`config.mk`:
```
export PLATFORM = sky130hd
export DESIGN_NAME = priority_print_queue_position_top_flat
export DESIGN_NICKNAME = d
export VERILOG_FILES = /design/src/hdl/ppq_pkg.sv /design/src/hdl/ppq_job_if.sv /design/src/hdl/ppq_result_if.sv /design/src/hdl/priority_print_queue_position_top.sv /design/src/hdl/ppq_ctrl.sv /design/src/hdl/ppq_datapath.sv /design/src/flat_wrapper.sv
export VERILOG_INCLUDE_DIRS = /design/src /design/src/hdl
export SDC_FILE = /design/constraint.sdc
export NUM_CORES = 1
export LEC_CHECK = 0
export ABC_AREA = 1
export BUFFER_PORTS_ARGS = -buffer_cell sky130_fd_sc_hd__buf_2
export CAP_MARGIN = 0
export CELL_PAD_IN_SITES_DETAIL_PLACEMENT = 0
export CELL_PAD_IN_SITES_GLOBAL_PLACEMENT = 1
export CORE_UTILIZATION = 30
export DETAILED_ROUTE_END_ITERATION = 10
export PLACE_DENSITY = 0.53
export SLEW_MARGIN = 20
export SYNTH_ARGS = -nofsm -noshare
export SYNTH_HDL_FRONTEND = slang
export SYNTH_HIERARCHICAL = 1
export SYNTH_SLANG_ARGS = --single-unit
export TNS_END_PERCENT = 1
```
`constraint.sdc`:
```
create_clock -name clk_i -period 6.9 [get_ports clk_i]
set_clock_uncertainty 0.05 [all_clocks]
set_input_delay 1.38 -clock clk_i [delete_from_list [all_inputs] [get_ports clk_i]]
set_output_delay 1.38 -clock clk_i [all_outputs]
set_load 0.02 [all_outputs]
```
`src/hdl/priority_print_queue_position_top_defines.svh`:
```
// ----------------------------------------------------------------------------
// Assertion macros for the priority print queue position block
// ----------------------------------------------------------------------------
`ifndef PRIORITY_PRINT_QUEUE_POSITION_TOP_DEFINES_SVH
`define PRIORITY_PRINT_QUEUE_POSITION_TOP_DEFINES_SVH

// Same-cycle implication, clocked on clk_i, off during reset
`define PPQ_ASSERT_IMPL(lbl, ante, cons) \
  lbl: assert property (@(posedge clk_i) disable iff (!rst_ni) (ante) |-> (cons)) \
    else $error("ppq assertion failed");

// Next-cycle implication, clocked on clk_i, off during reset
`define PPQ_ASSERT_NEXT(lbl, ante, cons) \
  lbl: assert property (@(posedge clk_i) disable iff (!rst_ni) (ante) |=> (cons)) \
    else $error("ppq assertion failed");

`endif

```
`src/hdl/ppq_pkg.sv`:
```
// ----------------------------------------------------------------------------
// ppq_pkg
// Sizes, codes and control types shared by the print queue block.
// ----------------------------------------------------------------------------
package ppq_pkg;

  localparam int MAX_JOBS        = 128;
  localparam int PRIORITY_LEVELS = 9;

  localparam int PRIO_W   = 4;
  localparam int TGT_W    = 7;
  localparam int POS_W    = 8;
  localparam int IDX_W    = $clog2(MAX_JOBS);
  localparam int CNT_W    = $clog2(MAX_JOBS + 1);
  localparam int LVL_IX_W = $clog2(PRIORITY_LEVELS);
  localparam int WIDE_W   = (CNT_W > POS_W) ? CNT_W : POS_W;

  localparam int APB_DW  = 32;
  localparam int PADDR_W = 3;

  localparam logic [PRIO_W-1:0] PRIO_MIN = PRIO_W'(1);
  localparam logic [PRIO_W-1:0] PRIO_MAX = PRIO_W'(PRIORITY_LEVELS);

  // store entry of a job that has been served; loaded priorities never read 0
  localparam logic [PRIO_W-1:0] PRIO_SERVED = '0;

  // register index, taken from paddr[2]
  localparam logic REG_TARGET_INDEX = 1'b0;

  typedef enum logic [2:0] {
    S_LOAD,
    S_CHECK,
    S_READ,
    S_EVAL,
    S_DONE
  } ppq_state_e;

  typedef struct packed {
    logic load;
    logic set_missing;
    logic start;
    logic eval;
    logic emit;
  } ppq_cmd_t;

  typedef struct packed {
    logic job_last;
    logic reject;
    logic hit;
    logic out_free;
  } ppq_status_t;

endpackage

```
`src/hdl/ppq_job_if.sv`:
```
// ----------------------------------------------------------------------------
// ppq_job_if
// Job channel: one priority per item, last_job closes the batch.
// ----------------------------------------------------------------------------
interface ppq_job_if import ppq_pkg::*; ();
  logic              valid;
  logic              ready;
  logic [PRIO_W-1:0] priority_req;
  logic              last_job;

  modport source (output valid, output priority_req, output last_job, input ready);
  modport sink   (input valid, input priority_req, input last_job, output ready);
endinterface

```
`src/hdl/ppq_result_if.sv`:
```
// ----------------------------------------------------------------------------
// ppq_result_if
// Result channel: service position of the target job and the missing flag.
// ----------------------------------------------------------------------------
interface ppq_result_if import ppq_pkg::*; ();
  logic             valid;
  logic             ready;
  logic [POS_W-1:0] service_position;
  logic             target_missing;

  modport source (output valid, output service_position, output target_missing,
                  input ready);
  modport sink   (input valid, input service_position, input target_missing,
                  output ready);
endinterface

```
`src/hdl/priority_print_queue_position_top.sv`:
```
// ----------------------------------------------------------------------------
// priority_print_queue_position_top
// Print queue simulation: service position of one job in a priority batch.
// ----------------------------------------------------------------------------
// Usage:
//   job_i carries one job priority per item; the item with last_job set closes
//   the batch. result_o gives one item per batch: the 1-based service position
//   of the job at arrival index target_index, or target_missing with position
//   0 when that index was not loaded or the batch overflowed the store.
//   target_index is written over the APB port at byte address 0 while idle.
// Sequence:
//   Loading accepts one job per cycle in the load state. After the closing item
//   comes a check step, then each head step is a registered read of the job
//   store followed by the serve decision against the per-level counts, and at
//   the end the result is registered. The number of head steps S is at most
//   about N*N for a batch of N jobs. A flagged batch skips the head steps.
// Reset and stall:
//   Reset clears the counts and pointers at once; no clearing pass. job_i.ready
//   stays low from the closing item until the result enters the output
//   register; while that register is full and result_o.ready is low, the
//   block holds and the next batch waits.
// ----------------------------------------------------------------------------
`include "priority_print_queue_position_top_defines.svh"

module priority_print_queue_position_top import ppq_pkg::*; (
  input  logic               clk_i,
  input  logic               rst_ni,
  ppq_job_if.sink            job_i,
  ppq_result_if.source       result_o,
  input  logic               psel,
  input  logic               penable,
  input  logic               pwrite,
  input  logic [PADDR_W-1:0] paddr,
  input  logic [APB_DW-1:0]  pwdata,
  output logic [APB_DW-1:0]  prdata,
  output logic               pready
);

  logic [TGT_W-1:0] target_q;
  logic             reg_sel;
  ppq_cmd_t         cmd;
  ppq_status_t      status;
  logic             res_flagged;

  assign pready  = 1'b1;
  assign reg_sel = (paddr[2] == REG_TARGET_INDEX);

  always_ff @(posedge clk_i or negedge rst_ni) begin
    if (!rst_ni) begin
      target_q <= '0;
    end else if (psel && penable && pwrite && reg_sel) begin
      target_q <= pwdata[TGT_W-1:0];
    end
  end

  assign prdata = reg_sel ? APB_DW'(target_q) : '0;

  ppq_ctrl u_ctrl (
    .clk_i       (clk_i),
    .rst_ni      (rst_ni),
    .job_valid_i (job_i.valid),
    .job_ready_o (job_i.ready),
    .status_i    (status),
    .cmd_o       (cmd)
  );

  ppq_datapath u_datapath (
    .clk_i              (clk_i),
    .rst_ni             (rst_ni),
    .cmd_i              (cmd),
    .status_o           (status),
    .priority_req_i     (job_i.priority_req),
    .last_job_i         (job_i.last_job),
    .target_index_i     (target_q),
    .res_valid_o        (result_o.valid),
    .res_ready_i        (result_o.ready),
    .service_position_o (result_o.service_position),
    .target_missing_o   (result_o.target_missing)
  );

  assign res_flagged = result_o.valid && result_o.target_missing;

  `PPQ_ASSERT_NEXT(a_emit_shows_result, cmd.emit, result_o.valid)
  `PPQ_ASSERT_IMPL(a_missing_has_zero_pos, res_flagged, result_o.service_position == '0)
  `PPQ_ASSERT_IMPL(a_no_load_during_run, cmd.eval || cmd.start || cmd.set_missing, !job_i.ready)

endmodule

```
`src/hdl/ppq_ctrl.sv`:
```
// ----------------------------------------------------------------------------
// ppq_ctrl
// Sequencer: load the batch, check the target, step the head, emit the item.
// ----------------------------------------------------------------------------
module ppq_ctrl import ppq_pkg::*; (
  input  logic        clk_i,
  input  logic        rst_ni,
  input  logic        job_valid_i,
  output logic        job_ready_o,
  input  ppq_status_t status_i,
  output ppq_cmd_t    cmd_o
);

  ppq_state_e state_q, state_d;

  always_ff @(posedge clk_i or negedge rst_ni) begin
    if (!rst_ni) begin
      state_q <= S_LOAD;
    end else begin
      state_q <= state_d;
    end
  end

  always_comb begin
    state_d = state_q;
    case (state_q)
      S_LOAD: begin
        if (job_valid_i && status_i.job_last) state_d = S_CHECK;
      end
      S_CHECK: begin
        state_d = status_i.reject ? S_DONE : S_READ;
      end
      S_READ: begin
        state_d = S_EVAL;
      end
      S_EVAL: begin
        state_d = status_i.hit ? S_DONE : S_READ;
      end
      S_DONE: begin
        if (status_i.out_free) state_d = S_LOAD;
      end
      default: state_d = S_LOAD;
    endcase
  end

  always_comb begin
    cmd_o       = '0;
    job_ready_o = 1'b0;
    case (state_q)
      S_LOAD: begin
        job_ready_o = 1'b1;
        cmd_o.load  = job_valid_i;
      end
      S_CHECK: begin
        cmd_o.set_missing = status_i.reject;
        cmd_o.start       = !status_i.reject;
      end
      S_READ: begin
      end
      S_EVAL: begin
        cmd_o.eval = 1'b1;
      end
      S_DONE: begin
        cmd_o.emit = status_i.out_free;
      end
      default: begin
      end
    endcase
  end

endmodule

```
`src/hdl/ppq_datapath.sv`:
```
// ----------------------------------------------------------------------------
// ppq_datapath
// Job store with served marks, per-level counts, head pointer and result register.
// ----------------------------------------------------------------------------
module ppq_datapath import ppq_pkg::*; (
  input  logic              clk_i,
  input  logic              rst_ni,
  input  ppq_cmd_t          cmd_i,
  output ppq_status_t       status_o,
  input  logic [PRIO_W-1:0] priority_req_i,
  input  logic              last_job_i,
  input  logic [TGT_W-1:0]  target_index_i,
  output logic              res_valid_o,
  input  logic              res_ready_i,
  output logic [POS_W-1:0]  service_position_o,
  output logic              target_missing_o
);

  logic [PRIO_W-1:0] store_mem [MAX_JOBS];
  logic [PRIO_W-1:0] rd_q;

  logic [CNT_W-1:0]    counts_q [PRIORITY_LEVELS];
  logic [IDX_W-1:0]    head_q;
  logic [CNT_W-1:0]    srv_q;
  logic [CNT_W-1:0]    loaded_q;
  logic                ovf_q;
  logic [POS_W-1:0]    pos_q;
  logic                missing_q;
  logic                out_valid_q;
  logic [POS_W-1:0]    out_pos_q;
  logic                out_missing_q;

  logic [PRIO_W-1:0]   prio_clamped;
  logic                room;
  logic                higher;
  logic                serve;
  logic                hit;
  logic [CNT_W-1:0]    head_inc;
  logic [IDX_W-1:0]    head_next;
  logic [WIDE_W-1:0]   pos_next;
  logic [LVL_IX_W-1:0] in_lvl;
  logic [LVL_IX_W-1:0] rd_lvl;

  always_comb begin
    prio_clamped = priority_req_i;
    if (priority_req_i < PRIO_MIN) prio_clamped = PRIO_MIN;
    if (priority_req_i > PRIO_MAX) prio_clamped = PRIO_MAX;
  end

  assign room   = (loaded_q < CNT_W'(MAX_JOBS));
  assign in_lvl = LVL_IX_W'(prio_clamped - PRIO_MIN);
  assign rd_lvl = LVL_IX_W'(rd_q - PRIO_MIN);

  // any waiting job at a strictly higher level than the head job
  always_comb begin
    higher = 1'b0;
    for (int l = 0; l < PRIORITY_LEVELS; l++) begin
      if ((l + 1) > int'(rd_q) && counts_q[l] != '0) higher = 1'b1;
    end
  end

  assign serve     = (rd_q != PRIO_SERVED) && !higher;
  assign hit       = serve && (WIDE_W'(head_q) == WIDE_W'(target_index_i));
  assign head_inc  = CNT_W'(head_q) + CNT_W'(1);
  assign head_next = (head_inc >= loaded_q) ? '0 : IDX_W'(head_inc);
  assign pos_next  = WIDE_W'(srv_q) + WIDE_W'(1);

  assign status_o.job_last = last_job_i;
  assign status_o.reject   = ovf_q || (WIDE_W'(target_index_i) >= WIDE_W'(loaded_q));
  assign status_o.hit      = cmd_i.eval && hit;
  assign status_o.out_free = !out_valid_q || res_ready_i;

  // job store: write on load, mark the head served, registered read at the head
  always_ff @(posedge clk_i) begin
    if (cmd_i.load && room) begin
      store_mem[loaded_q[IDX_W-1:0]] <= prio_clamped;
    end else if (cmd_i.eval && serve) begin
      store_mem[head_q] <= PRIO_SERVED;
    end
    rd_q <= store_mem[head_q];
  end

  always_ff @(posedge clk_i or negedge rst_ni) begin
    if (!rst_ni) begin
      for (int l = 0; l < PRIORITY_LEVELS; l++) counts_q[l] <= '0;
      head_q   <= '0;
      srv_q    <= '0;
      loaded_q <= '0;
      ovf_q    <= 1'b0;
    end else if (cmd_i.emit) begin
      // clear the batch once the result is registered
      for (int l = 0; l < PRIORITY_LEVELS; l++) counts_q[l] <= '0;
      head_q   <= '0;
      srv_q    <= '0;
      loaded_q <= '0;
      ovf_q    <= 1'b0;
    end else begin
      if (cmd_i.load) begin
        if (room) begin
          counts_q[in_lvl] <= counts_q[in_lvl] + CNT_W'(1);
          loaded_q         <= loaded_q + CNT_W'(1);
        end else begin
          ovf_q <= 1'b1;
        end
      end
      if (cmd_i.start) head_q <= '0;
      if (cmd_i.eval) begin
        if (serve) begin
          counts_q[rd_lvl] <= counts_q[rd_lvl] - CNT_W'(1);
          srv_q            <= srv_q + CNT_W'(1);
        end
        head_q <= head_next;
      end
    end
  end

  always_ff @(posedge clk_i) begin
    if (cmd_i.set_missing) begin
      pos_q     <= '0;
      missing_q <= 1'b1;
    end else if (cmd_i.start) begin
      missing_q <= 1'b0;
    end else if (cmd_i.eval && hit) begin
      pos_q <= pos_next[POS_W-1:0];
    end
  end

  always_ff @(posedge clk_i or negedge rst_ni) begin
    if (!rst_ni) begin
      out_valid_q <= 1'b0;
    end else if (cmd_i.emit) begin
      out_valid_q <= 1'b1;
    end else if (res_ready_i) begin
      out_valid_q <= 1'b0;
    end
  end

  always_ff @(posedge clk_i) begin
    if (cmd_i.emit) begin
      out_pos_q     <= pos_q;
      out_missing_q <= missing_q;
    end
  end

  assign res_valid_o        = out_valid_q;
  assign service_position_o = out_pos_q;
  assign target_missing_o   = out_missing_q;

endmodule
```
`src/flat_wrapper.sv`:
```
// flat-port wrapper written by rule: the top's interface ports become plain ports
module priority_print_queue_position_top_flat import ppq_pkg::*;
  (clk_i, rst_ni, psel, penable, pwrite, paddr, pwdata, prdata, pready, job_i_valid, job_i_priority_req, job_i_last_job, job_i_ready, result_o_valid, result_o_service_position, result_o_target_missing, result_o_ready);
  ppq_job_if job_i_i ();
  ppq_result_if result_o_i ();
  input  logic clk_i;
  input  logic rst_ni;
  input  logic psel;
  input  logic penable;
  input  logic pwrite;
  input  logic [PADDR_W-1:0] paddr;
  input  logic [APB_DW-1:0] pwdata;
  output logic [APB_DW-1:0] prdata;
  output logic pready;
  input wire logic [$bits(job_i_i.valid)-1:0] job_i_valid;
  input wire logic [$bits(job_i_i.priority_req)-1:0] job_i_priority_req;
  input wire logic [$bits(job_i_i.last_job)-1:0] job_i_last_job;
  output wire logic [$bits(job_i_i.ready)-1:0] job_i_ready;
  output wire logic [$bits(result_o_i.valid)-1:0] result_o_valid;
  output wire logic [$bits(result_o_i.service_position)-1:0] result_o_service_position;
  output wire logic [$bits(result_o_i.target_missing)-1:0] result_o_target_missing;
  input wire logic [$bits(result_o_i.ready)-1:0] result_o_ready;
  assign job_i_i.valid = job_i_valid;
  assign job_i_i.priority_req = job_i_priority_req;
  assign job_i_i.last_job = job_i_last_job;
  assign job_i_ready = job_i_i.ready;
  assign result_o_valid = result_o_i.valid;
  assign result_o_service_position = result_o_i.service_position;
  assign result_o_target_missing = result_o_i.target_missing;
  assign result_o_i.ready = result_o_ready;
  priority_print_queue_position_top u_core (.clk_i(clk_i), .rst_ni(rst_ni), .job_i(job_i_i), .result_o(result_o_i), .psel(psel), .penable(penable), .pwrite(pwrite), .paddr(paddr), .pwdata(pwdata), .prdata(prdata), .pready(pready));
endmodule
```
==> Word-level counts from Yosys, hierarchy flattened <==
Memories as Yosys holds them, arrays and structs flattened. A register that Yosys moved wholly into a read port is not among the register bits.
Cells that the tools add are included.
Widths: inputs -> output; s select.
{ "op_classes": {"add_sub_neg": 7, "magnitude_cmp": 18, "eq_ne": 8, "mux": 63, "bitwise_logic": 4, "n_reduce_logical": 48} }
{ "ops": {"columns": ["op", "count"], "rows": [
  ["$mux 72", 6],
  ["$bwmux 72", 2],
  ["$mux 8", 12],
  ["$reduce_bool 8->1", 9],
  ["$bmux 8 s4", 2],
  ["$demux 8 s4", 2],
  ["$mux 7", 6],
  ["$add 8x1->8 const B", 3],
  ["$mux 1", 24],
  ["$logic_and 1x1->1", 20],
  ["$gt 3x4->1 const A", 4],
  ["$pmux 3 s5", 1],
  ["$mux 3", 4],
  ["$mux 4", 3],
  ["$ge 5x5->1 const B", 2],
  ["$lt 5x1->1 const B", 2],
  ["$not 4->5", 2],
  ["$reduce_and 2->1", 5],
  ["$reduce_bool 2->1", 5],
  ["$add 7x1->8 const B", 1],
  ["$ge 7x8->1", 1],
  ["$ge 8x8->1", 1],
  ["$gt 2x4->1 const A", 2],
  ["$gt 4x4->1 const A", 2],
  ["20 further kinds", 27]
]} }
{ "totals": {"register_bits": 125, "ram_bits": 512, "input_bits": 47, "output_inout_bits": 44, "wordCells": 169, "mem_count": 1} }
{ "memory_table": {"columns": ["memory", "words", "width", "rd", "rd_ports_with_merged_regs", "write_ports", "line_no", "source"], "rows": [
  ["u_core.u_datapath.store_mem", 128, 4, 1, 1, 1, "ppq_datapath.sv:19", "logic [PRIO_W-1:0] store_mem [MAX_JOBS];"]
]} }

==> Longest topological paths before layout <==
Gate-level depths: netlist of run 1.
{ "logic_depth": {"depth_word": 19, "depth_mapped": 22, "ltp_nobuf": 20} }

==> Modules after synthesis <==
Netlist of run 1, hierarchy kept.
{ "modules_own_cells": {"columns": ["mod", "n_inst", "cells_per_inst", "area_each_um2"], "rows": [
  ["ppq_datapath", 1, 2972, 29638.4],
  ["priority_print_queue_position_top", 1, 76, 571.8],
  ["ppq_ctrl", 1, 30, 195.2]
]} }

==> Worst setup path after synthesis of run 1 <==
Ideal clock, no wire load.
{ "synth_timing": {"path_type": "input-to-reg", "from": "input job_i_valid", "to": "memory u_core.u_datapath.store_mem[0][2] (data pin)", "setup_time_ns": 0.487, "arrival_time_ns": 3.806, "required_time_ns": 6.363, "setup_slack_ns": 2.558, "path_stages": 9, "n_path_buf": 1, "cell_sequence": "inv_1 nor2_1 inv_1 nor2_2 clkinv_1 nand3_4 buf_4 nand3_1 inv_1"} }
{ "synth_rtl": {"columns": ["element", "line_no", "source"], "rows": [
  ["start, declared", "flat_wrapper.sv:15", "input wire logic [$bits(job_i_i.valid)-1:0] job_i_valid;"],
  ["end, declared", "ppq_datapath.sv:19", null]
]} }

==> Worst setup path in the final report of run 1 <==
{ "layout_timing": {"from": "register u_core.u_datapath.rd_q[0] (read register of u_core.u_datapath.store_mem)", "to": "memory u_core.u_datapath.store_mem[19][2] (enable)"} }
{ "layout_between": {"elab_chain_len": 19} }
{ "layout_rtl": {"columns": ["element", "line_no", "source"], "rows": [
  ["start, declared", "ppq_datapath.sv:20", "logic [PRIO_W-1:0] rd_q;"],
  ["$gt 1x4->1", "ppq_datapath.sv:58", "if ((l + 1) > int'(rd_q) && counts_q[l] != '0) higher = 1'b1;"],
  ["$logic_and 1x1->1", "ppq_datapath.sv:58", null],
  ["$mux 1 (9 in a row)", "ppq_datapath.sv:58", null],
  ["$logic_not 1->1", "ppq_datapath.sv:62", "assign serve = (rd_q != PRIO_SERVED) && !higher;"],
  ["$logic_and 1x1->1 *", "ppq_datapath.sv:62", null],
  ["$logic_and 1x1->1 *", "ppq_datapath.sv:77", "end else if (cmd_i.eval && serve) begin"],
  ["$mux 1 *", "ppq_datapath.sv:77", null],
  ["$mux 1 *", "ppq_datapath.sv:75", "if (cmd_i.load && room) begin"],
  ["$mux 1 (implied by the code) *", "ppq_datapath.sv:78", "store_mem[head_q] <= PRIO_SERVED;"],
  ["$reduce_or 4->1 (no source line)", null, null],
  ["$mux 7 (no source line) / $mux 1 (equally long branches)", null, null]
]} }
Every way passes the cells marked *; elsewhere a longest branch is shown, timed or not.

==> results.py, run 1 <==
metrics = {
    "critical_path": {
        "startpoint_type": "flop",
        "slowest_stage": "nand4_2",
        "cpPeakStageDelay_ps": 810,
        "rr_worst_depth": 13,
        "critPathCaptureType": "flop",
        "crit_buf_inv": 2,
        "timing.rr.end": "u_core/u_datapath/store_mem[19][2]",
        "worstPathArrival_ps": 5530,
        "crit_top_cell": "nor2_1",
        "r2r_slack_ps": 1580,
        "path_delay_family": "simple AND/OR/NAND/NOR gates",
        "worstSetupPathType": "reg2reg",
        "reg2reg_from": "u_core/u_datapath/rd_q[0]",
        "crit_fanout": 27,
        "path_cells": "inv_2, ha_1, inv_2, nor2_1, nor2_1, nand3_1, nor2_1, nand2_1, nand2_1, nand3_4, o21ai_2, nand4_2, nor2_1",
        "cp.required_ps": 7110,
    },
    "global_routing": {
        "grt_pass1_wl_mm": 147.0,
        "grt_pass1_vias": 22764,
        "antenna_found_initial": 3,
        "grt_max_degree": 99,
        "overflow": 0,
        "grt_use_total_pct": 18.91,
    },
    "synthesis": {
        "synth-seq-cells": 641,
        "synth_top_cell_by_area": "edfxtp_1",
        "ys_types": 49,
        "syn_area_per_cell_um2": 9.878,
        "syn-cell-area_um2": 30410,
        "yosysTopAreaCellShare_pct": 51.45,
        "ys_async_sr_fraction_pct": 16.69,
        "synthTopCellsByArea": "edfxtp_1, dfrtp_1, o21ai_0, nor2_1, nand2_1",
        "synth-edff-count": 521,
        "synth_top_flop_cell": "edfxtp_1",
        "seq_area_frac_synth_pct": 61.12,
        "synthCells": 3078,
        "synth_warnings": 6,
    },
    "floorplan": {
        "io_pins": 91,
        "start_util_pct": 30.32,
        "die_x_um": 320.4,
        "row_count": 116,
        "dieArea_um2": 102600,
        "coreArea_um2": 100300,
        "die_h_um": 320.4,
    },
    "drt": {
        "vias": 22724,
        "ant_nets": 0,
        "drt-total-wl_mm": 97.59,
        "wl_per_cell_um": 21.80,
        "route.met3.wl_mm": 4.138,
        "met1Wirelength_mm": 43.47,
        "top_layer": "met4",
        "viasPerCell": 5.077,
        "drtIter0Drc": 1942,
        "drc": 0,
        "first_pass_iters": 6,
        "wl_met2_mm": 47.31,
    },
    "clocking": {
        "clkLatencyLatePin_ps": 640,
        "tritoncts": "done",
        "clkSinkCount": 641,
        "numCtsBuffers": 75,
        "cts_buffer_depth": 3,
        "post-cts-setup-buffer-count": 0,
        "cts_resized": 0,
        "h-tree-depth": 3,
        "cts_hold_buf": 0,
        "clk_pin_slew_worst_paths_ps": 60,
        "cts_root_buffer": "clkbuf_16",
    },
    "timing": {
        "max_freq_mhz": 188.0,
        "finalMaxSlewViolations": 0,
        "hold_violations": 0,
        "whs_ps": 390.1,
        "min_period_over_period_pct": 77.09,
        "fin_setup_tns_ps": 0,
        "setup_viol": 0,
        "period_minus_slack_ps": 5319,
        "setup_ws_ps": 1581,
        "rsz0062_at_grt": "false",
        "worst_pin_slew_ps": 1167,
        "relSlewSlack_pct": 21.95,
    },
    "power_and_ir_drop": {
        "total_power_mw": 13.73,
        "vdd_ir_drop_max_mv": 0.3228,
        "p_leak_nw": 12.58,
        "powerDensity_nw_per_um2": 400.6,
    },
    "placed_design": {
        "dpl_cell_area_um2": 31830,
        "gp_congestion": 0.8410,
        "hpwl_mm": 62.82,
        "pre_cts_ws_ps": 1509,
        "dp.cells": 4344,
        "port_buffers": 37,
    },
    "layout": {
        "antenna_cells": 0,
        "areaGrowthSynthToFinish_pct": 12.74,
        "finalInstanceArea_um2": 34280,
        "most-common-layout-cells": "edfxtp_1, nor2_1, o21ai_0",
        "num-nets-final": 3141,
        "drive_gt1_share_pct": 10.32,
        "n_fill_cell": 10173,
        "instances_no_fill": 4476,
        "final_util_pct": 34.18,
        "layout_commonest_cell": "edfxtp_1",
    },
    "hold_path": {
        "worstHoldStart": "u_core/u_datapath/missing_q",
        "hold_depth": 0,
        "min_path_type": "reg2reg",
        "min_to": "u_core/u_datapath/target_missing_o",
    },
    "outcome": {
        "run_status": "finished clean",
    },
    "run": {
        "maxCapViolCount": 0,
    },
}
[final cells by class]
type	count	area, um2	area share, %
clock inverters	45	490.5	1.431
flip-flops and latches	641	18590	54.24
inverters	235	900.9	2.628
well taps	1357	1698	4.953
repair buffers	87	588.1	1.716
multi-input cells	2024	10050	29.33
clock buffers	87	1953	5.698
[Yosys cell counts (17+ instances only)]
master / n
a21oi_1: 120
buf_2: 35
buf_4: 37
clkbuf_1: 119
dfrtp_1: 107
edfxtp_1: 521
ha_1: 30
inv_1: 219
nand2_1: 383
nand2_2: 34
nand3_1: 160
nand4_1: 27
nor2_1: 501
nor2_2: 17
o21ai_0: 433
o221ai_1: 40
o22ai_1: 122
[routing by layer]
metal,up-vias,global-route usage (%)
li1,10683,-
met1,11312,25.04
met2,569,32.10
met3,160,2.703
met4,0,5.327
met5,-,0
[power breakdown]
part | total, mW | internal (mW) | switching (mW)
logic | 4.88 | 1.25 | 3.62
registers | 4.89 | 4.56 | 0.324
clock network | 3.97 | 2.33 | 1.64
total | 13.7 | 8.15 | 5.58
[worst register-to-register path, cell delays in order, from the launching register on]
cell	delay (ps)
dfxtp_2	730
inv_2	270
ha_1	340
inv_2	90
nor2_1	60
nor2_1	140
nand3_1	110
nor2_1	160
nand2_1	70
nand2_1	560
nand3_4	430
o21ai_2	460
nand4_2	810
nor2_1	680
[cell families after synthesis]
kind of cell | share of synthesized area, %
flops | 61.12
compound gates | 13.86
xor+xnor | 0.7078
simple gates | 16.94
other cells | 0.02470
fa+ha+maj | 1.235
buf+inv | 6.119
[sequential cells by signal, summed over array words and instances, names as in the netlist]
signal,count
u_core/u_datapath/rd_q,4
u_core/target_q,7
u_core/u_datapath/target_missing_o,1
u_core/u_datapath/store_mem,512
u_core/u_datapath/missing_q,1
u_core/u_datapath/head_q,7
u_core/u_ctrl/state_q,3
u_core/u_datapath/pos_q,8
u_core/u_datapath/srv_q,8
u_core/u_datapath/loaded_q,8
u_core/u_datapath/ovf_q,1
u_core/u_datapath/counts_q,72
u_core/u_datapath/res_valid_o,1
u_core/u_datapath/service_position_o,8
[worst max path at each step]
stage	startpoint	end	slack [ps]	cells past startpoint
finish	u_core/u_datapath/rd_q[0]	u_core/u_datapath/store_mem[19][2]	1580	13
global route	u_core/u_datapath/rd_q[0]	u_core/u_datapath/store_mem[19][2]	1290	13
CTS	u_core/u_datapath/rd_q[0]	u_core/u_datapath/store_mem[19][2]	1670	13
detailed placement	job_i_priority_req[0]	u_core/u_datapath/counts_q[62]	1510	20
global placement	job_i_priority_req[0]	u_core/u_datapath/counts_q[62]	1530	20
floorplan	job_i_valid	u_core/u_datapath/store_mem[0][2]	2560	9
Power figures use the tool's default switching activity.
==> inputs of run 2 (changes only) <==
--- a/config.mk
+++ b/config.mk
@@ -13,7 +13,7 @@
 export CELL_PAD_IN_SITES_GLOBAL_PLACEMENT = 1
 export CORE_UTILIZATION = 30
 export DETAILED_ROUTE_END_ITERATION = 10
-export PLACE_DENSITY = 0.53
+export PLACE_DENSITY = 0.55
 export SLEW_MARGIN = 20
 export SYNTH_ARGS = -nofsm -noshare
 export SYNTH_HDL_FRONTEND = slang
==> constraint.sdc (replaced) <==
create_clock -name clk_i -period 4.4 [get_ports clk_i]
set_clock_uncertainty 0.05 [all_clocks]
set_input_delay 0.88 -clock clk_i [delete_from_list [all_inputs] [get_ports clk_i]]
set_output_delay 0.88 -clock clk_i [all_outputs]
set_load 0.02 [all_outputs]
==> results.py, run 2 (synthesis gave the netlist of run 1 again) <==
metrics = {
    "drt": {
        "wl_per_cell_um": 21.34,
        "drtIter0Drc": 1862,
        "ant_nets": 0,
        "first_pass_iters": 7,
        "drc": 0,
        "vias": 22876,
        "viasPerCell": 5.072,
        "drt-total-wl_mm": 96.24,
    },
    "timing": {
        "finalMaxSlewViolations": 0,
        "period_minus_slack_ps": 3595,
        "min_period_over_period_pct": 81.69,
        "relSlewSlack_pct": 41.99,
        "rsz0062_at_grt": "false",
        "hold_violations": 0,
        "max_freq_mhz": 278.2,
        "worst_pin_slew_ps": 870.1,
        "fin_setup_tns_ps": 0,
        "setup_viol": 0,
    },
    "floorplan": {
        "coreArea_um2": 100300,
        "start_util_pct": 30.32,
        "dieArea_um2": 102600,
        "row_count": 116,
        "die_h_um": 320.4,
        "io_pins": 91,
        "die_x_um": 320.4,
    },
    "layout": {
        "drive_gt1_share_pct": 11.13,
        "layout_commonest_cell": "edfxtp_1",
        "instances_no_fill": 4510,
        "areaGrowthSynthToFinish_pct": 14.11,
        "largest_reg_flops": 512,
        "antenna_cells": 0,
        "top_regs": "u_core/u_datapath/store_mem x512, u_core/u_datapath/counts_q x72",
        "finalInstanceArea_um2": 34700,
        "most-common-layout-cells": "edfxtp_1, nor2_1, o21ai_0",
        "num-nets-final": 3170,
        "top_register": "u_core/u_datapath/store_mem",
        "final_util_pct": 34.60,
    },
    "clocking": {
        "cts_resized": 0,
        "clk_pin_slew_worst_paths_ps": 60,
        "cts_buffer_depth": 3,
        "post-cts-setup-buffer-count": 0,
        "clkLatencyLatePin_ps": 630,
        "numCtsBuffers": 73,
        "clkSinkCount": 641,
        "cts_hold_buf": 0,
        "h-tree-depth": 3,
        "cts_root_buffer": "clkbuf_16",
        "tritoncts": "done",
    },
    "hold_path": {
        "min_path_type": "in2async",
    },
    "global_routing": {
        "grt_pass1_wl_mm": 145.5,
        "grt_max_degree": 129,
        "grt_pass1_vias": 22734,
        "grt_use_total_pct": 18.68,
        "antenna_found_initial": 0,
        "overflow": 0,
    },
    "power_and_ir_drop": {
        "vdd_ir_drop_max_mv": 0.5831,
        "powerDensity_nw_per_um2": 631.1,
        "p_leak_nw": 12.82,
    },
    "outcome": {
        "run_status": "finished clean",
    },
    "placed_design": {
        "dp.cells": 4375,
        "hpwl_mm": 63.19,
        "port_buffers": 37,
        "gp_congestion": 0.8514,
        "dpl_cell_area_um2": 32140,
    },
    "run": {
        "maxCapViolCount": 0,
    },
    "critical_path": {
        "critPathCaptureType": "flop",
        "cp.required_ps": 4900,
        "worstPathArrival_ps": 4100,
        "startpoint_type": "flop",
        "crit_fanout": 9,
        "worstSetupPathType": "reg2reg",
    },
}
run 2: cell count changes in the layout (fill, tap and decap cells not counted), moves of 2 or more:
cell	delta
buf_4	+25
clkinvlp_4	-7
buf_12	+6
bufinv_16	+5
clkbuf_1	+4
clkbuf_16	-2
clkinv_2	+2
run 2: power by group:
group	switching (mW)	leakage, nW	internal [mW]	total [mW]
registers	0.445	6.26	7.15	7.60
logic	5.69	5.32	2.12	7.81
clock network	2.58	1.24	3.91	6.49
run 2: final timing paths:
check	start	endpoint	slack, ps	depth (start not counted)
max	u_core/u_datapath/rd_q[1]	u_core/u_datapath/counts_q[12]	810	13
min	rst_ni	u_core/u_datapath/counts_q[69]	300	1
max reg2reg	u_core/u_datapath/rd_q[1]	u_core/u_datapath/counts_q[12]	810	13
min reg2reg	u_core/u_datapath/pos_q[5]	u_core/u_datapath/service_position_o[5]	390	0
max in group asynchronous	rst_ni	u_core/u_datapath/counts_q[4]	3100	2
min in group clk_i	u_core/u_datapath/pos_q[5]	u_core/u_datapath/service_position_o[5]	390	0
run 2: cell type report:
cell class                      instances  area, um2
Timing Repair Buffer                  118      895.9
Sequential cell                       641      18590
Tap cell                             1357       1698
Multi-Input combinational cell       2024      10050
Clock buffer                           89       1918
Inverter                              235      895.9
Clock inverter                         46      641.9
Fill cell                           10171      65590
run 2: per-stage QoR:
| step | hold WS [ps] | power (mW) | worst slack (ps) |
|---|---|---|---|
| after CTS | 298.1 | 22.11 | 772.9 |
| after floorplan | 358.6 | 12.51 | 546.9 |
| after detailed placement | 371.3 | 15.55 | 479.1 |
| after global routing | 336.1 | 23.16 | 555.6 |
| after global placement | 375.2 | 15.50 | 532.1 |
| final | 300.3 | 21.90 | 805.4 |
run 2: routing by layer:
metal	vias up	part of all wire, %	track usage, %
met4	0	2.3	5.274
met2	580	50	31.99
met3	140	3.9	2.254
li1	10756	-	-
met1	11400	44	24.74
met5	-	0	0
run 2: worst max-delay path: stages, from the launching register on:
cell and delay, ps:
dfxtp_1 490, inv_1 150, ha_1 440, buf_4 240, nand3_2 170, o21ai_1 190
nand2_1 110, nor2_4 300, inv_2 100, ha_1 250, nand3_2 140, xor2_2 540
o21ai_0 160, a21oi_1 170
==> inputs of run 3 (changes only) <==
--- a/config.mk
+++ b/config.mk
@@ -6,14 +6,14 @@
 export SDC_FILE = /design/constraint.sdc
 export NUM_CORES = 1
 export LEC_CHECK = 0
-export ABC_AREA = 1
+export ABC_AREA = 0
 export BUFFER_PORTS_ARGS = -buffer_cell sky130_fd_sc_hd__buf_2
 export CAP_MARGIN = 0
 export CELL_PAD_IN_SITES_DETAIL_PLACEMENT = 0
 export CELL_PAD_IN_SITES_GLOBAL_PLACEMENT = 1
 export CORE_UTILIZATION = 30
 export DETAILED_ROUTE_END_ITERATION = 10
-export PLACE_DENSITY = 0.55
+export PLACE_DENSITY = 0.52
 export SLEW_MARGIN = 20
 export SYNTH_ARGS = -nofsm -noshare
 export SYNTH_HDL_FRONTEND = slang
==> constraint.sdc (replaced) <==
create_clock -name clk_i -period 3.1 [get_ports clk_i]
set_clock_uncertainty 0.05 [all_clocks]
set_input_delay 0.62 -clock clk_i [delete_from_list [all_inputs] [get_ports clk_i]]
set_output_delay 0.62 -clock clk_i [all_outputs]
set_load 0.02 [all_outputs]
==> results.py, run 3 <==
metrics = {
    "synthesis": {
        "syn_area_per_cell_um2": 15.33,
        "synth-edff-count": 521,
        "syn-cell-area_um2": 29270,
        "synth_top_cell_by_area": "edfxtp_1",
        "seq_area_frac_synth_pct": 63.48,
        "synthTopCellsByArea": "edfxtp_1, mux4_2, dfrtp_1, nor2_1, a211oi_1",
        "ys_async_sr_fraction_pct": 16.69,
        "synthCells": 1909,
        "synth_most_common_cell": "edfxtp_1",
        "yosysTopAreaCellShare_pct": 53.44,
        "ys_types": 78,
        "synth_top_flop_cell": "edfxtp_1",
        "synth-seq-cells": 641,
        "synth_common_cells": "edfxtp_1, nor2_1, mux4_2",
        "synth_warnings": 6,
    },
    "timing": {
        "whs_ps": 154.1,
        "worst_pin_slew_ps": 747.6,
        "max_freq_mhz": 306.3,
        "finalMaxSlewViolations": 0,
        "period_minus_slack_ps": 3265,
        "fin_setup_tns_ps": -34430,
        "relSlewSlack_pct": 49.97,
        "hold_violations": 0,
        "setup_ws_ps": -164.8,
        "rsz0062_at_grt": "true",
        "setup_viol": 491,
        "min_period_over_period_pct": 105.3,
    },
    "global_routing": {
        "grt_max_degree": 100,
        "antenna_found_initial": 2,
        "grt_use_total_pct": 18.50,
        "grt_pass1_vias": 19697,
        "grt_pass1_wl_mm": 134.6,
        "overflow": 0,
    },
    "layout": {
        "final_util_pct": 39.98,
        "most-common-layout-cells": "edfxtp_1, buf_4, mux4_2",
        "largest_reg_flops": 512,
        "layout_commonest_cell": "edfxtp_1",
        "top_register": "u_core/u_datapath/store_mem",
        "areaGrowthSynthToFinish_pct": 32.07,
        "antenna_cells": 0,
        "top_regs": "u_core/u_datapath/store_mem x512, u_core/u_datapath/counts_q x72",
        "regArea_um2": 18600,
        "num-nets-final": 2438,
        "multiInputGateArea_um2": 11370,
        "drive_gt1_share_pct": 43.81,
        "n_fill_cell": 8916,
    },
    "drt": {
        "ant_nets": 0,
        "wl_per_cell_um": 24.48,
        "drtIter0Drc": 1543,
        "vias": 18865,
        "first_pass_iters": 5,
        "drc": 0,
        "viasPerCell": 5.111,
        "drt-total-wl_mm": 90.35,
    },
    "power_and_ir_drop": {
        "vdd_ir_drop_max_mv": 0.8685,
        "p_seq_share_pct": 33.5,
        "pwr-share-comb_pct": 39.8,
        "switchingPower_mw": 11.14,
        "powerDensity_nw_per_um2": 825.7,
        "p_leak_nw": 13.33,
        "p_int_mw": 20.78,
        "power.switching_fraction_pct": 34.89,
        "total_power_mw": 31.92,
        "power_frac_clock_pct": 26.7,
    },
    "run": {
        "maxCapViolCount": 0,
    },
    "critical_path": {
        "cp.required_ps": 3410,
        "worstSetupPathType": "reg2reg",
        "startpoint_type": "flop",
        "worstPathArrival_ps": 3570,
        "crit_fanout": 8,
        "critPathCaptureType": "flop",
    },
    "floorplan": {
        "row_count": 114,
        "coreArea_um2": 96710,
        "dieArea_um2": 98830,
        "die_x_um": 314.4,
        "start_util_pct": 30.27,
        "die_h_um": 314.4,
        "io_pins": 91,
    },
    "clocking": {
        "cts_buffer_depth": 3,
        "cts_root_buffer": "clkbuf_16",
        "h-tree-depth": 3,
        "numCtsBuffers": 72,
        "clkLatencyLatePin_ps": 640,
        "clkSinkCount": 641,
        "tritoncts": "done",
        "clk_pin_slew_worst_paths_ps": 60,
    },
    "hold_path": {
        "min_path_type": "in2reg",
    },
    "placed_design": {
        "gp_congestion": 0.8910,
        "port_buffers": 37,
        "pre_cts_ws_ps": -887.0,
        "hpwl_mm": 62.10,
    },
    "outcome": {
        "run_status": "finished, violations left",
        "violations": "negative setup slack",
    },
}
run 3: changes by cell type after synthesis, sizes merged, moves of 36 or more:
cell / delta
clkbuf: -38
mux4: +190
nand2: -318
o22ai: -121
a21oi: -80
o221ai: -36
a211oi: +84
o21ai: -433
nor2: -288
inv: -206
nand3: -151
run 3: final cells by class:
cell class                      instances  area share (%)
Inverter                               28          0.2977
Tap cell                             1276           4.129
Clock inverter                         38           1.142
Clock buffer                           90           4.942
Sequential cell                       641           48.11
Timing Repair Buffer                  503           11.97
Multi-Input combinational cell       1115           29.41
run 3: logic make-up after synthesis:
logic type / after synthesis / synth area share, %
xor+xnor: 40 / 1.299
other cells: 2 / 0.02565
fa+ha+maj: 30 / 1.282
simple gates: 530 / 8.638
compound gates: 249 / 6.091
buf+inv: 178 / 2.804
flops: 641 / 63.48
mux: 239 / 16.38
run 3: critical path, stage by stage (launching register included):
cell and delay (ps):
dfrtp_1 380, nor4_1 450, a21oi_1 150, o41ai_2 290, buf_4 180, o211ai_1 120
or2_4 340, buf_12 170, nor3_2 170, a31oi_1 80, bufbuf_16 330, nor2_1 100
buf_4 150
run 3: power groups by stage:
stage	clock network [mW]	registers, mW	logic [mW]
2_1_floorplan	0	10.8	5.55
3_3_place_gp	0	10.8	11.6
3_5_place_dp	0	10.8	11.7
4_1_cts	8.75	10.7	12.4
5_1_grt	9.05	10.8	13.4
6_report	8.52	10.7	12.7
run 3: timing repair:
| action | in CTS | in global routing |
|---|---|---|
| gates cloned | 5 | 2 |
| endpoints found under the hold margin | 31 | 0 |
| hold buffers | 1 | 0 |
| pin swaps | 41 | 37 |
| buffers inserted | 11 | 3 |
| endpoints found under the setup margin | 659 | 685 |
| gates resized for setup | 222 | 100 |
run 3: worst paths after layout:
| path | from | depth (start not counted) | endpoint | slack [ps] |
|---|---|---|---|---|
| worst max-delay path | u_core/u_datapath/counts_q[54] | 12 | u_core/u_datapath/store_mem[52][1] | -160 |
| worst min-delay path | pwdata[0] | 2 | u_core/target_q[0] | 150 |
| worst max register to register | u_core/u_datapath/counts_q[54] | 12 | u_core/u_datapath/store_mem[52][1] | -160 |
| worst min register to register | u_core/u_datapath/pos_q[3] | 0 | u_core/u_datapath/service_position_o[3] | 380 |
| max in group asynchronous | rst_ni | 4 | u_core/u_datapath/counts_q[70] | 1640 |
| min in group asynchronous | rst_ni | 2 | u_core/u_datapath/srv_q[3] | 450 |
run 3: through the flow:
step,std cells,area [um2]
2_1_floorplan,1933,29540
3_3_place_gp,3542,34650
3_5_place_dp,3542,34660
4_1_cts,3686,38160
5_1_grt,3691,38660
6_report,3691,38660
run 3: layer usage:
| layer | wire [um] | GRT usage (%) | up-vias |
|---|---|---|---|
| met4 | 2486 | 5.395 | 0 |
| met1 | 41440 | 26.30 | 9834 |
| met3 | 3919 | 2.569 | 127 |
| li1 | - | - | 8407 |
| met2 | 42500 | 29.46 | 497 |
| met5 | 0 | 0 | - |
